[src/sv/mqttpd_pkg.sv]
// Shared types and constants for the publish-packet deframer.
package mqttpd_pkg;

	typedef enum logic [2:0] {
		PH_IDLE,
		PH_LEN_LO,
		PH_HEADER,
		PH_VARINT,
		PH_TOPIC_HI,
		PH_TOPIC_LO,
		PH_SKIP,
		PH_PAYLOAD
	} phase_t;

	typedef enum logic [1:0] {
		ST_OK,
		ST_VARINT_LONG,
		ST_TOPIC_LONG,
		ST_CUT_SHORT
	} status_t;

	localparam int RecLenW = 16;
	localparam int PktLenW = 28;
	localparam int ByteW   = 8;

	typedef struct packed {
		logic               valid;
		logic [ByteW-1:0]   cmd_byte;
		logic               last_of_command;
		logic               empty_command;
		status_t            status;
	} result_t;

endpackage

[src/sv/mqttpd_parser.sv]
// Parser state and the single-pass next-state and result logic for one byte.
module mqttpd_parser #(
	parameter int MAX_LENGTH_BYTES = 4
) (
	input  logic                         clk,
	input  logic                         arst_n,
	input  logic                         step_en,
	input  logic [mqttpd_pkg::ByteW-1:0] data_byte,
	input  logic                         record_start,
	output mqttpd_pkg::result_t          result
);

	mqttpd_pkg::phase_t              phase_q, phase_d;
	logic [mqttpd_pkg::RecLenW-1:0]  record_left_q, record_left_d, rl_dec;
	logic [mqttpd_pkg::PktLenW-1:0]  remaining_length_q, remaining_length_d;
	logic [1:0]                      varint_count_q, varint_count_d;
	logic [mqttpd_pkg::RecLenW-1:0]  topic_left_q, topic_left_d, topic_dec, topic_word;
	logic [mqttpd_pkg::PktLenW-1:0]  payload_left_q, payload_left_d, payload_dec;
	logic [mqttpd_pkg::ByteW-1:0]    held_high_byte_q, held_high_byte_d;
	logic [mqttpd_pkg::PktLenW-1:0]  varint_part, varint_acc, rem_minus2;
	logic [2:0]                      varint_next;
	mqttpd_pkg::status_t             err;
	logic                            done;

	always_ff @(posedge clk or negedge arst_n) begin
		if (!arst_n) begin
			phase_q            <= mqttpd_pkg::PH_IDLE;
			record_left_q      <= '0;
			remaining_length_q <= '0;
			varint_count_q     <= '0;
			topic_left_q       <= '0;
			payload_left_q     <= '0;
			held_high_byte_q   <= '0;
		end else if (step_en) begin
			phase_q            <= phase_d;
			record_left_q      <= record_left_d;
			remaining_length_q <= remaining_length_d;
			varint_count_q     <= varint_count_d;
			topic_left_q       <= topic_left_d;
			payload_left_q     <= payload_left_d;
			held_high_byte_q   <= held_high_byte_d;
		end
	end

	always_comb begin
		unique case (varint_count_q)
			2'd0: varint_part = {21'b0, data_byte[6:0]};
			2'd1: varint_part = {14'b0, data_byte[6:0], 7'b0};
			2'd2: varint_part = {7'b0, data_byte[6:0], 14'b0};
			default: varint_part = {data_byte[6:0], 21'b0};
		endcase
	end

	assign varint_acc  = remaining_length_q | varint_part;
	assign varint_next = {1'b0, varint_count_q} + 3'd1;
	assign rl_dec      = record_left_q - 16'd1;
	assign topic_dec   = topic_left_q - 16'd1;
	assign payload_dec = payload_left_q - 28'd1;
	assign topic_word  = {held_high_byte_q, data_byte};
	assign rem_minus2  = remaining_length_q - 28'd2;

	always_comb begin
		phase_d            = phase_q;
		record_left_d      = record_left_q;
		remaining_length_d = remaining_length_q;
		varint_count_d     = varint_count_q;
		topic_left_d       = topic_left_q;
		payload_left_d     = payload_left_q;
		held_high_byte_d   = held_high_byte_q;
		result             = '0;
		err                = mqttpd_pkg::ST_OK;
		done               = 1'b0;
		priority if (record_start) begin
			if (phase_q != mqttpd_pkg::PH_IDLE && phase_q != mqttpd_pkg::PH_LEN_LO) begin
				result.valid  = 1'b1;
				result.status = mqttpd_pkg::ST_CUT_SHORT;
			end
			held_high_byte_d = data_byte;
			phase_d          = mqttpd_pkg::PH_LEN_LO;
		end else if (phase_q == mqttpd_pkg::PH_IDLE) begin
			phase_d = mqttpd_pkg::PH_IDLE;
		end else if (phase_q == mqttpd_pkg::PH_LEN_LO) begin
			record_left_d = {held_high_byte_q, data_byte};
			phase_d = (record_left_d != '0) ? mqttpd_pkg::PH_HEADER : mqttpd_pkg::PH_IDLE;
		end else begin
			record_left_d = rl_dec;
			unique case (phase_q)
				mqttpd_pkg::PH_HEADER: begin
					remaining_length_d = '0;
					varint_count_d     = '0;
					phase_d            = mqttpd_pkg::PH_VARINT;
				end
				mqttpd_pkg::PH_VARINT: begin
					remaining_length_d = varint_acc;
					if (data_byte[7]) begin
						if (varint_next >= 3'(MAX_LENGTH_BYTES))
							err = mqttpd_pkg::ST_VARINT_LONG;
						else
							varint_count_d = varint_next[1:0];
					end else if (varint_acc < 28'd2) begin
						err = mqttpd_pkg::ST_TOPIC_LONG;
					end else begin
						phase_d = mqttpd_pkg::PH_TOPIC_HI;
					end
				end
				mqttpd_pkg::PH_TOPIC_HI: begin
					held_high_byte_d = data_byte;
					phase_d          = mqttpd_pkg::PH_TOPIC_LO;
				end
				mqttpd_pkg::PH_TOPIC_LO: begin
					topic_left_d = topic_word;
					if ({12'b0, topic_word} > rem_minus2) begin
						err = mqttpd_pkg::ST_TOPIC_LONG;
					end else begin
						payload_left_d = rem_minus2 - {12'b0, topic_word};
						if (topic_word != '0) begin
							phase_d = mqttpd_pkg::PH_SKIP;
						end else if (payload_left_d != '0) begin
							phase_d = mqttpd_pkg::PH_PAYLOAD;
						end else begin
							result.valid           = 1'b1;
							result.last_of_command = 1'b1;
							result.empty_command   = 1'b1;
							done                   = 1'b1;
						end
					end
				end
				mqttpd_pkg::PH_SKIP: begin
					topic_left_d = topic_dec;
					if (topic_dec == '0) begin
						if (payload_left_q != '0) begin
							phase_d = mqttpd_pkg::PH_PAYLOAD;
						end else begin
							result.valid           = 1'b1;
							result.last_of_command = 1'b1;
							result.empty_command   = 1'b1;
							done                   = 1'b1;
						end
					end
				end
				default: begin
					payload_left_d         = payload_dec;
					result.valid           = 1'b1;
					result.cmd_byte        = data_byte;
					result.last_of_command = (payload_dec == '0);
					done                   = (payload_dec == '0);
				end
			endcase
			priority if (err != mqttpd_pkg::ST_OK) begin
				result        = '0;
				result.valid  = 1'b1;
				result.status = err;
				phase_d       = mqttpd_pkg::PH_IDLE;
			end else if (done) begin
				phase_d = (rl_dec != '0) ? mqttpd_pkg::PH_HEADER : mqttpd_pkg::PH_IDLE;
			end else if (rl_dec == '0) begin
				result        = '0;
				result.valid  = 1'b1;
				result.status = mqttpd_pkg::ST_CUT_SHORT;
				phase_d       = mqttpd_pkg::PH_IDLE;
			end else begin
				phase_d = phase_d;
			end
		end
	end

	a_error_goes_idle: assert property (@(posedge clk) disable iff (!arst_n)
		step_en && !record_start && result.valid && result.status != mqttpd_pkg::ST_OK
		|=> phase_q == mqttpd_pkg::PH_IDLE)
		else $error("Parser did not drop the record after an error.");

	a_varint_bound: assert property (@(posedge clk) disable iff (!arst_n)
		phase_q == mqttpd_pkg::PH_VARINT |-> {1'b0, varint_count_q} < 3'(MAX_LENGTH_BYTES))
		else $error("Length field byte count ran past its limit.");

	a_start_reloads: assert property (@(posedge clk) disable iff (!arst_n)
		step_en && record_start |=> phase_q == mqttpd_pkg::PH_LEN_LO
		&& held_high_byte_q == $past(data_byte))
		else $error("Record start did not reload the length prefix.");

	a_payload_nonzero: assert property (@(posedge clk) disable iff (!arst_n)
		phase_q == mqttpd_pkg::PH_PAYLOAD |-> payload_left_q != '0)
		else $error("Payload phase entered with nothing left to send.");

endmodule

[src/sv/mqtt_publish_deframer.sv]
// Top level of the publish-packet deframer: input register, parser and result register.
//
//  Channel  Direction  tdata                 tuser                        tlast
//  s_*      in         [7:0] data_byte       [0] record_start             -
//  m_*      out        [7:0] cmd_byte        [0] empty_command,           last_of_command
//                                            [2:1] status
//
// A new word is accepted every cycle while the result register drains. The input register
// and the result register sit around the parser logic. The asynchronous reset puts the
// parser back to waiting for a record start. When m_tready is low with a result held, the
// input register stalls and s_tready drops once it is full.
module mqtt_publish_deframer #(
	parameter int MAX_LENGTH_BYTES = 4
) (
	input  logic       clk,
	input  logic       arst_n,
	input  logic       s_tvalid,
	output logic       s_tready,
	input  logic [7:0] s_tdata,  // [7:0] data_byte
	input  logic [0:0] s_tuser,  // [0] record_start
	output logic       m_tvalid,
	input  logic       m_tready,
	output logic [7:0] m_tdata,  // [7:0] cmd_byte
	output logic [2:0] m_tuser,  // [0] empty_command, [2:1] status
	output logic       m_tlast
);

	logic                 valid_s1, valid_s2, adv;
	logic [7:0]           data_s1;
	logic                 start_s1;
	mqttpd_pkg::result_t  res;
	mqttpd_pkg::result_t  res_s2;

	assign adv      = valid_s1 && (!valid_s2 || m_tready);
	assign s_tready = !valid_s1 || adv;

	always_ff @(posedge clk or negedge arst_n) begin
		if (!arst_n) begin
			valid_s1 <= 1'b0;
			valid_s2 <= 1'b0;
		end else begin
			if (s_tvalid && s_tready)
				valid_s1 <= 1'b1;
			else if (adv)
				valid_s1 <= 1'b0;
			if (adv)
				valid_s2 <= res.valid;
			else if (m_tready)
				valid_s2 <= 1'b0;
		end
	end

	always_ff @(posedge clk) begin
		if (s_tvalid && s_tready) begin
			data_s1  <= s_tdata;
			start_s1 <= s_tuser[0];
		end
		if (adv && res.valid)
			res_s2 <= res;
	end

	mqttpd_parser #(
		.MAX_LENGTH_BYTES(MAX_LENGTH_BYTES)
	) u_parser (
		.clk         (clk),
		.arst_n      (arst_n),
		.step_en     (adv),
		.data_byte   (data_s1),
		.record_start(start_s1),
		.result      (res)
	);

	assign m_tvalid = valid_s2;
	assign m_tdata  = res_s2.cmd_byte;
	assign m_tlast  = res_s2.last_of_command;
	assign m_tuser  = {res_s2.status, res_s2.empty_command};

	a_hold_stalled: assert property (@(posedge clk) disable iff (!arst_n)
		valid_s1 && !adv |=> valid_s1 && $stable(data_s1) && $stable(start_s1))
		else $error("Input register changed while stalled.");

	a_empty_is_last: assert property (@(posedge clk) disable iff (!arst_n)
		m_tvalid && res_s2.empty_command |-> res_s2.last_of_command
		&& res_s2.status == mqttpd_pkg::ST_OK)
		else $error("Empty command result is malformed.");

	a_status_clean: assert property (@(posedge clk) disable iff (!arst_n)
		m_tvalid && res_s2.status != mqttpd_pkg::ST_OK |-> !res_s2.last_of_command
		&& !res_s2.empty_command && res_s2.cmd_byte == '0)
		else $error("Status result carries command fields.");

endmodule
[config.mk]
export PLATFORM = sky130hd
export DESIGN_NAME = mqtt_publish_deframer
export DESIGN_NICKNAME = d
export VERILOG_FILES = /design/src/sv/mqttpd_pkg.sv /design/src/sv/mqttpd_parser.sv /design/src/sv/mqtt_publish_deframer.sv
export SDC_FILE = /design/constraint.sdc
export NUM_CORES = 1
export LEC_CHECK = 0
export ABC_AREA = 1
export ABC_CLOCK_PERIOD_IN_PS = 3450
export BUFFER_PORTS_ARGS = -buffer_cell sky130_fd_sc_hd__buf_4
export CAP_MARGIN = 20
export CORE_MARGIN = 4
export CORE_UTILIZATION = 50
export DETAILED_ROUTE_END_ITERATION = 10
export PLACE_DENSITY_LB_ADDON = 0.15
export SLEW_MARGIN = 20
export SYNTH_ARGS = -nofsm -noshare
export SYNTH_HDL_FRONTEND = slang
export SYNTH_SLANG_ARGS = --single-unit
[constraint.sdc]
create_clock -name clk -period 3.45 [get_ports clk]
set_input_delay 0.5175 -clock clk [delete_from_list [all_inputs] [get_ports clk]]
set_output_delay 0.5175 -clock clk [all_outputs]
set_load 0.02 [all_outputs]
; ---- Word level (Yosys, flattened, before mapping)
; Index checks and enable logic that the tools add are counted.
[word_totals]
wordCells = 153
output_inout_bits = 14
inputBits = 13
reg_bits = 124
[op_classes]
n_lt_le_gt_ge = 3
bitwise_logic = 5
n_addsub = 6
n_eq_ne = 20
n_reduce_logical = 36
muxes = 68
[op_table]
columns = cell, n
row1 = one-hot mux 28 bit (2 select lines), 2
row2 = one-hot mux 28 bit (3 select lines), 1
row3 = 2-to-1 mux 13 bit, 5
row4 = nonzero test 28 bit, 2
row5 = 2-to-1 mux 8 bit, 5
row6 = 2-to-1 mux 3 bit, 13
row7 = 2-to-1 mux 2 bit, 17
row8 = zero test 16 bit, 2
row9 = one-hot mux 16 bit (2 select lines), 1
row10 = nonzero test 16 bit, 2
row11 = subtractor 16 x 1 -> 16 bit (second input constant), 2
row12 = > comparator 16 x 28 -> 1 bit, 1
row13 = zero test 28 bit, 1
row14 = less-than comparator 28 x 2 -> 1 bit (second input constant), 1
row15 = 2-to-1 mux 28 bit, 1
row16 = bitwise OR 28 bit, 1
row17 = subtractor 28 x 1 -> 28 bit (second input constant), 1
row18 = subtractor 28 x 16 -> 28 bit, 1
row19 = subtractor 28 x 2 -> 28 bit (second input constant), 1
row20 = 2-to-1 mux 16 bit, 1
row21 = != test 8 x 2 -> 1 bit (second input constant), 2
row22 = != test 8 x 6 -> 1 bit (second input constant), 2
row23 = 2-to-1 mux 1 bit, 15
row24 = one-hot mux 3 bit (5 select lines), 1
row25 = other kinds (32), 57

; ---- Depth between registers and ports, before layout
; Gate-level depths: netlist of the first run.
[logic_depth]
ltp_word = 16
depth_mapped = 29
ltp_nobuf = 29

; ---- Modules after synthesis
; From an unflattened synthesis of the first run, not the netlist that was laid out.
[unflattened]
cells_unflattened = 1377
hier_area_um2 = 9487.8
[modules_own_cells]
columns = mod, seq_area_each_um2, n_inst, cells_per_inst, area_per_inst_um2
row1 = mqttpd_parser, 2527.4, 1, 1341, 8750.9
row2 = mqtt_publish_deframer, 680.7, 1, 36, 737.0

; ---- Worst setup path after synthesis of the first run
; OpenSTA, ideal clock, no wires.
[synth_timing]
path_type = reg2reg
startpoint = register u_parser.remaining_length_q[1] in the netlist's numbering
endpoint = register res_s2 (netlist bit m_tdata[0]), enable pin
path_buffers = 0
path_slack_ns = -0.163
path_stages_with_launch = 26
arrival_ns = 3.269
setup_time_ns = 0.344
t_required_ns = 3.106
synth_period_minus_slack_ns = 3.613
path_cell_list = dfrtp_1 -> inv_1 -> ha_1 -> nand2_2 -> nor2_8 -> nand2_2 -> xor2_1 -> ha_1 -> nand2_1 -> nor2_1 -> and2_1 -> nand2_1 -> nand2_1 -> nand3_2 -> nand2_2 -> xor2_1 -> nand2_1 -> nor2_1 -> nand2_1 -> nor2_2 -> nand3_2 -> nand2_1 -> inv_1 -> nand3_1 -> nand3_1 -> inv_1
[synth_between]
elab_chain_len = 16
word_cells_on_any_way = 29
cone_classes = add/sub (2) / order compare (2) / mux (21) / bitwise (1) / reduce/logical (3)
[synth_lines]
columns = item, line_no
row1 = from (decl), mqttpd_parser.sv:15  ; logic [mqttpd_pkg::PktLenW-1:0] remaining_length_q, remaining_length_d;
row2 = from (signal assigned), mqttpd_parser.sv:37  ; remaining_length_q <= remaining_length_d;
row3 = subtractor 28 x 2 -> 28 bit, mqttpd_parser.sv:60  ; assign rem_minus2 = remaining_length_q - 28'd2;
row4 = subtractor 28 x 16 -> 28 bit, mqttpd_parser.sv:115  ; payload_left_d = rem_minus2 - {12'b0, topic_word};
row5 = nonzero test 28 bit, mqttpd_parser.sv:118  ; end else if (payload_left_d != '0) begin
row6 = 2-to-1 mux 1 bit, mqttpd_parser.sv:118
row7 = 2-to-1 mux 1 bit, mqttpd_parser.sv:116  ; if (topic_word != '0) begin
row8 = 2-to-1 mux 1 bit, mqttpd_parser.sv:112  ; if ({12'b0, topic_word} > rem_minus2) begin
row9 = one-hot mux 1 bit (3 select lines), mqttpd_parser.sv:87  ; unique case (phase_q)
row10 = 2-to-1 mux 1 bit, mqttpd_parser.sv:82  ; end else if (phase_q == mqttpd_pkg::PH_LEN_LO) begin
row11 = 2-to-1 mux 1 bit, mqttpd_parser.sv:80  ; end else if (phase_q == mqttpd_pkg::PH_IDLE) begin
row12 = 2-to-1 mux 1 bit, mqttpd_parser.sv:73  ; priority if (record_start) begin
row13 = 2-to-1 mux 13 bit, mqttpd_parser.sv:154  ; end else if (done) begin
row14 = 2-to-1 mux 13 bit (*), mqttpd_parser.sv:149  ; priority if (err != mqttpd_pkg::ST_OK) begin
row15 = 2-to-1 mux 13 bit (*), mqttpd_parser.sv:82
row16 = 2-to-1 mux 13 bit (*), mqttpd_parser.sv:80
row17 = 2-to-1 mux 1 bit (*), mqttpd_parser.sv:73
row18 = logical AND 1 bit (*), mqtt_publish_deframer.sv:58  ; if (adv && res.valid)
row19 = to (signal assigned), mqtt_publish_deframer.sv:59  ; res_s2 <= res;
row20 = to (decl), mqtt_publish_deframer.sv:32  ; mqttpd_pkg::result_t res_s2;
; Mark *: on every way between the ends. The rest lies on a longest branch, timed or not. The select of a mux whose other input is x is not followed.
; A chain may end at the register's enable or synchronous reset.

; ---- Worst setup path in the final report of the first run
[layout_timing]
startpoint = register u_parser.remaining_length_q[3] in the netlist's numbering
endpoint = register res_s2 (netlist bit m_tuser[0]), enable pin
; Same word-level chain as after synthesis.

==> impl_metrics.env, run 1 <==
export IMPL_viasPerCell=5.50
export IMPL_die_area_mm2=0.0216
export IMPL_period_minus_slack_ns=3.75
export IMPL_startpoint="u_parser.remaining_length_q[3]"
export IMPL_drt_iter0_drc=868
export IMPL_rsz0062_at_grt="true"
export IMPL_ys_warn_count=0
export IMPL_end_kind="flop"
export IMPL_ff2ff_path_depth=25
export IMPL_arrival_ns=3.88
export IMPL_nFillCells=1517
export IMPL_path_max_fanout=6
export IMPL_fmax_mhz=267
export IMPL_clk_pin_slew_worst_paths_ns=0.06
export IMPL_tightest_slew_ns=0.961
export IMPL_clk_latency_ns=0.43
export IMPL_max_cap_viol_count=0
export IMPL_hold_path_class="input port to async pin"
export IMPL_antenna_found_initial=0
export IMPL_synthAdderAreaFrac=0.0384
export IMPL_ys_async_sr_fraction=0.831
export IMPL_synth_edf_count=21
export IMPL_cts_tree="done"
export IMPL_max_slew_margin=0.358
export IMPL_dp_hpwl_um=22100
export IMPL_grt_pass1_vias=9669
export IMPL_cts_hold_buffers=0
export IMPL_use_met3=0.0413
export IMPL_wl_per_cell_um=16.6
export IMPL_chipWidth_um=147
export IMPL_status="finished with violations"
export IMPL_first_pass_iters=5
export IMPL_cts_root_buffer="clkbuf_16"
export IMPL_seq_area_mm2=0.00321
export IMPL_synth_ff_type="dfrtp_1"
export IMPL_drc=0
export IMPL_cp_slowest_stage_delay_ns=0.43
export IMPL_gp_congestion=0.958
export IMPL_critical_path_class="flop to flop"
export IMPL_multi_input_area_mm2=0.00634
export IMPL_die_y_um=147
export IMPL_start_util=0.512
export IMPL_worst_slack_ns=-0.298
export IMPL_r2r_start="u_parser.remaining_length_q[3]"
export IMPL_slowest_stage="dfrtp_1"
export IMPL_synthXorXnorAreaFrac=0.0554
export IMPL_r2r_slack_ns=-0.30
export IMPL_cpMostUsedCell="nand2_2"
export IMPL_place_ws_ns=-0.434
export IMPL_clock_sinks=124
export IMPL_grt_max_degree=54
export IMPL_path_depth=25
export IMPL_ys_seq_area_frac=0.333
export IMPL_setup_violations=42
export IMPL_rows=50
export IMPL_critPathLaunchType="flop"
export IMPL_drive_gt1_frac=0.287
export IMPL_met2_usage=0.442
export IMPL_synth_compound_area_frac=0.130
export IMPL_clock_skew_ns=0.0136
export IMPL_grt_first_pass_wirelength_um=49100
export IMPL_cp_endpoint="m_tuser[0]"
export IMPL_slew_violations=0
export IMPL_critPathTopFamily="simple AND/OR/NAND/NOR gates"
export IMPL_ant_nets=0
export IMPL_hold_viol_final=0
export IMPL_grt_usage=0.279
export IMPL_area_delta_synth_final_pct=34.4
export IMPL_synth_seq_cells=124
export IMPL_synth_top_family_by_area="simple AND/OR/NAND/NOR gates"
export IMPL_antenna_cells=0
export IMPL_ios=27
export IMPL_synth_cells=1402
export IMPL_syn_nets=1444
export IMPL_drt_total_wl_um=31200
export IMPL_cts_buffers=17
export IMPL_avgSynthCellArea_um2=6.88
export IMPL_cts_path_max_buffers=2
export IMPL_routed_via_count=10300
export IMPL_synthesis_area_mm2=0.00965
export IMPL_h_tree_depth=4
export IMPL_violations="negative setup slack"
export IMPL_yosys_area_share_simple=0.351
export IMPL_synth_cell_types=47
export IMPL_grt_use_met1=0.395
export IMPL_r2r_end="m_tuser[0]"
export IMPL_grt_busiest_layer="met2"
export IMPL_design_core_area_mm2=0.0188
export IMPL_synth_mux_area_frac=0
export IMPL_period_share=1.09
export IMPL_nets=1645
export IMPL_overflow=0
export IMPL_crit_buf_inv=4
export IMPL_cp_required_ns=3.59
export IMPL_io_buffers=26
## state kept, by name (all words and copies together) (netlist names), 2 cells and up
signal,flops
u_parser.topic_left_q,16
data_s1,8
u_parser.phase_q,3
u_parser.payload_left_q,28
u_parser.record_left_q,16
u_parser.varint_count_q,2
m_tdata,8
u_parser.held_high_byte_q,8
u_parser.remaining_length_q,28
m_tuser,3
## routing by layer
metal | vias up | routed length [um]
met1 | 4815 | 13500
met5 | - | 0
li1 | 5008 | -
met3 | 85 | 2100
met4 | 0 | 1030
met2 | 408 | 14500
## cell usage after synthesis, drive strengths merged, types with 2 or more instances
cell     count  area (um2)
xor2        53         464
a22o         2        17.5
nand3b       8        60.1
nand2      331        1330
clkinv       3        12.5
nor4        10        62.6
dfrtp      103        2580
clkbuf      21        78.8
and2         3        18.8
o211ai       7        52.6
inv        205         772
nor3b        3        22.5
nand4       53         359
a2bb2oi      2        17.5
nor2       190         840
edfxtp      21         631
nand3       89         465
o21bai       2        15.0
a31oi       10        62.6
a21oi       69         345
o21ai      110         554
buf          6        32.5
ha          28         350
o22ai       26         163
nor3        33         210
xnor2        8        70.1
## layout make-up
class / instances / area share
clock buffers: 23 / 0.0394
inverters: 208 / 0.0619
well taps: 260 / 0.0251
repair inverters: 1 / 0.000579
clock inverters: 8 / 0.00984
flip-flops and latches: 124 / 0.248
repair buffers: 208 / 0.126
multi-input cells: 1043 / 0.489
## metrics by stage
step | hold slack [ns] | TNS (ns) | instances | util | cell area (um2)
after global placement | 0.467 | -5.06 | 1801 | 0.591 | 11100
after global routing | 0.196 | -13.38 | 1875 | 0.689 | 13000
after floorplan | 0.222 | 0 | 1402 | - | 9650
after CTS | 0.167 | -2.22 | 1860 | 0.651 | 12300
after detailed placement | 0.478 | -10.23 | 1801 | 0.591 | 11100
final | 0.130 | -7.21 | 1875 | 0.689 | 13000
## logic make-up after synthesis
family	count (synthesis)
buffers and inverters	235
and+or+nand+nor	722
xor gates and xnor gates	61
AOI/OAI and AO/OA	231
DFF	124
adders and majority gates	29
## placed cells by master (no fill, tap or decap), types with 41 or more instances in the layout
master and n:
nand2_1 247, buf_4 193, inv_1 187, nor2_1 139
dfrtp_1 102, o21ai_0 101, nand3_1 68, a21oi_1 63
nand2_2 62, nand4_1 50, xor2_1 41
## how the worst min path moves through the flow
stage                                 start                      endpoint  slack [ns]
5_1_grt                              arst_n     u_parser.topic_left_q[10]        0.20
6_report                             arst_n     u_parser.topic_left_q[10]        0.13
4_1_cts                              arst_n      u_parser.topic_left_q[3]        0.17
3_3_place_gp   u_parser.held_high_byte_q[6]  u_parser.held_high_byte_q[6]        0.47
2_1_floorplan                        arst_n                      m_tvalid        0.22
3_5_place_dp   u_parser.held_high_byte_q[5]  u_parser.held_high_byte_q[5]        0.48
## what timing repair did
item / CTS / global route
gates cloned: 1 / 0
endpoints found under the setup margin: 48 / 56
pin swaps: 47 / 77
gates resized for setup: 77 / 138
setup buffers: 28 / 16
Power of run 1 is left out: the tool's default activity adds up to more than one toggle a clock period on the data nets, which glitch-free logic cannot reach.
==> run 2: changes to the inputs <==
ABC_CLOCK_PERIOD_IN_PS = 3500   (was 3450)
CORE_MARGIN = 3   (was 4)
TNS_END_PERCENT = 1   (was not set)
clock period = 3.5 ns   (was 3.45 ns; I/O delays follow)
==> run 2 against run 1 <==
  * The flow still finishes with violations (negative setup slack)
  * Via count is 3.5% lower
  * First-iteration DRC count is 1.0% lower
  * Fmax grew 4.1%
  * Setup slack improved by 0.20 ns
  * Critical path depth grew 2
  * Critical endpoint is now m_tdata[1]
==> impl_metrics.env, run 2 (same netlist as run 1, synthesis figures left out) <==
export IMPL_ant_nets=0
export IMPL_cpMostUsedCell="nand2_2"
export IMPL_stdcell_count=1848
export IMPL_ios=27
export IMPL_layout_cells_most_common="nand2_1"
export IMPL_swShare=0.490
export IMPL_setup_violations=20
export IMPL_chipWidth_um=145
export IMPL_worst_slack_ns=-0.100
export IMPL_power_internal_mw=7.46
export IMPL_r2r_end="m_tdata[1]"
export IMPL_die_y_um=145
export IMPL_post_route_cell_area_mm2=0.0123
export IMPL_drt_iter0_drc=859
export IMPL_io_buffers=26
export IMPL_worstHoldEndpoint="data_s1[3]"
export IMPL_clk_latency_ns=0.43
export IMPL_cp_required_ns=3.64
export IMPL_antenna_cells=0
export IMPL_tightest_slew_ns=0.952
export IMPL_rsz0062_at_grt="true"
export IMPL_path_depth=27
export IMPL_nets=1617
export IMPL_p_seq_frac=0.176
export IMPL_pwr_share_comb=0.712
export IMPL_hold_depth=1
export IMPL_area_delta_synth_final_pct=27.1
export IMPL_clock_skew_ns=0.0136
export IMPL_slowest_stage="dfrtp_1"
export IMPL_power_mw=14.6
export IMPL_critPathLaunchType="flop"
export IMPL_tns_ns=-1.32
export IMPL_hold_viol_final=0
export IMPL_power_frac_clock=0.113
export IMPL_p_sw_mw=7.17
export IMPL_slew_violations=0
export IMPL_place_ws_ns=-0.316
export IMPL_die_area_mm2=0.0210
export IMPL_drc=0
export IMPL_start_util=0.512
export IMPL_crit_buf_inv=5
export IMPL_clock_sinks=124
export IMPL_max_cap_viol_count=0
export IMPL_path_max_fanout=6
export IMPL_critPathTopFamily="simple AND/OR/NAND/NOR gates"
export IMPL_routed_via_count=9960
export IMPL_cts_path_max_buffers=2
export IMPL_r2r_slack_ns=-0.10
export IMPL_powerDensity_mw_per_mm2=1190
export IMPL_dp_hpwl_um=21800
export IMPL_drt_total_wl_um=29600
export IMPL_vdd_drop_max_uv=663
export IMPL_critical_path_class="flop to flop"
export IMPL_cts_buffers=17
export IMPL_drive_gt1_frac=0.238
export IMPL_status="finished with violations"
export IMPL_fmax_mhz=278
export IMPL_rows=50
export IMPL_ff2ff_path_depth=27
export IMPL_top_regs="u_parser.payload_left_q: 28 flops, u_parser.remaining_length_q: 28 flops"
export IMPL_hold_path_class="input port to flop"
export IMPL_dp_cells=1789
export IMPL_detailed_place_area_mm2=0.0110
export IMPL_grt_first_pass_wirelength_um=47700
export IMPL_violations="negative setup slack"
export IMPL_wl_per_cell_um=16.0
export IMPL_grt_max_degree=94
export IMPL_overflow=0
export IMPL_end_kind="flop"
export IMPL_arrival_ns=3.74
export IMPL_h_tree_depth=4
export IMPL_period_minus_slack_ns=3.60
export IMPL_design_core_area_mm2=0.0188
export IMPL_grt_usage=0.277
export IMPL_max_slew_margin=0.364
export IMPL_cts_root_buffer="clkbuf_16"
export IMPL_antenna_found_initial=1
export IMPL_cp_slowest_stage_delay_ns=0.43
export IMPL_gp_congestion=0.963
export IMPL_final_cell_mix="283 x nand2_1, 193 x inv_1, 171 x buf_4, 143 x nor2_1, 102 x o21ai_0"
export IMPL_period_share=1.03
export IMPL_first_pass_iters=6
export IMPL_cts_tree="done"
export IMPL_clk_pin_slew_worst_paths_ns=0.07
export IMPL_grt_pass1_vias=9409
export IMPL_p_leak_nw=5.96
export IMPL_min_from="s_tdata[3]"
export IMPL_viasPerCell=5.39
export IMPL_r2r_start="u_parser.remaining_length_q[3]"
## run 2: changes by cell type in the layout (fill, tap and decap cells not counted), sizes merged
cell	previous run	this run
inv	206	210
clkinv	5	9
bufinv	3	0
clkinvlp	3	4
clkbuf	23	18
dlygate4sd3	0	1
buf	208	179
## run 2: area by class of cell
cell class / instances / area (um2)
clock buffers: 18 / 429
clock inverters: 14 / 114
fillers: 1642 / 6570
inverters: 208 / 790
multi-input cells: 1043 / 6000
flip-flops and latches: 124 / 3210
well taps: 260 / 325
repair buffers: 180 / 1390
repair inverters: 1 / 7.51
## run 2: what timing repair did
| item | CTS | global route |
|---|---|---|
| gates cloned | 1 | 0 |
| gates resized for setup | 65 | 55 |
| endpoints found under the setup margin | 31 | 55 |
| buffers inserted | 16 | 9 |
| hold endpoints to repair | 10 | 0 |
| hold buffers | 1 | 0 |
| pin swaps | 44 | 30 |
## run 2: routing by layer
| metal | share of wire | track usage | vias up | wire (um) |
|---|---|---|---|---|
| li1 | - | - | 4951 | - |
| met2 | 0.45 | 0.423 | 350 | 13400 |
| met3 | 0.067 | 0.0568 | 77 | 2000 |
| met1 | 0.44 | 0.384 | 4580 | 13100 |
| met4 | 0.038 | 0.119 | 2 | 1130 |
| met5 | 0.00024 | 0 | - | 7 |
## run 2: how the worst max path moves through the flow
stage	start	endpoint	slack (ns)
2_1_floorplan	u_parser.remaining_length_q[1]	m_tdata[0]	0.01
3_3_place_gp	u_parser.remaining_length_q[7]	m_tdata[2]	-0.22
3_5_place_dp	u_parser.remaining_length_q[1]	m_tdata[2]	-0.32
4_1_cts	u_parser.remaining_length_q[6]	m_tdata[1]	-0.11
5_1_grt	u_parser.remaining_length_q[3]	m_tdata[1]	-0.30
6_report	u_parser.remaining_length_q[3]	m_tdata[1]	-0.10
## run 2: power by group through the flow
stage | sequential, mW | clock (mW) | combinational [mW]
after detailed placement | 2.54 | 0 | 8.67
after global routing | 2.65 | 1.74 | 11.5
after CTS | 2.53 | 1.67 | 9.58
after global placement | 2.53 | 0 | 8.56
final | 2.57 | 1.65 | 10.4
after floorplan | 2.48 | 0 | 5.37
## run 2: through the flow
step	utilization	hold WS, ns
floorplan	-	0.229
global placement	0.586	0.375
detailed placement	0.586	0.380
CTS	0.635	0.254
global route	0.651	0.251
finish	0.651	0.263
No activity file was read; power rests on OpenSTA's default activity.
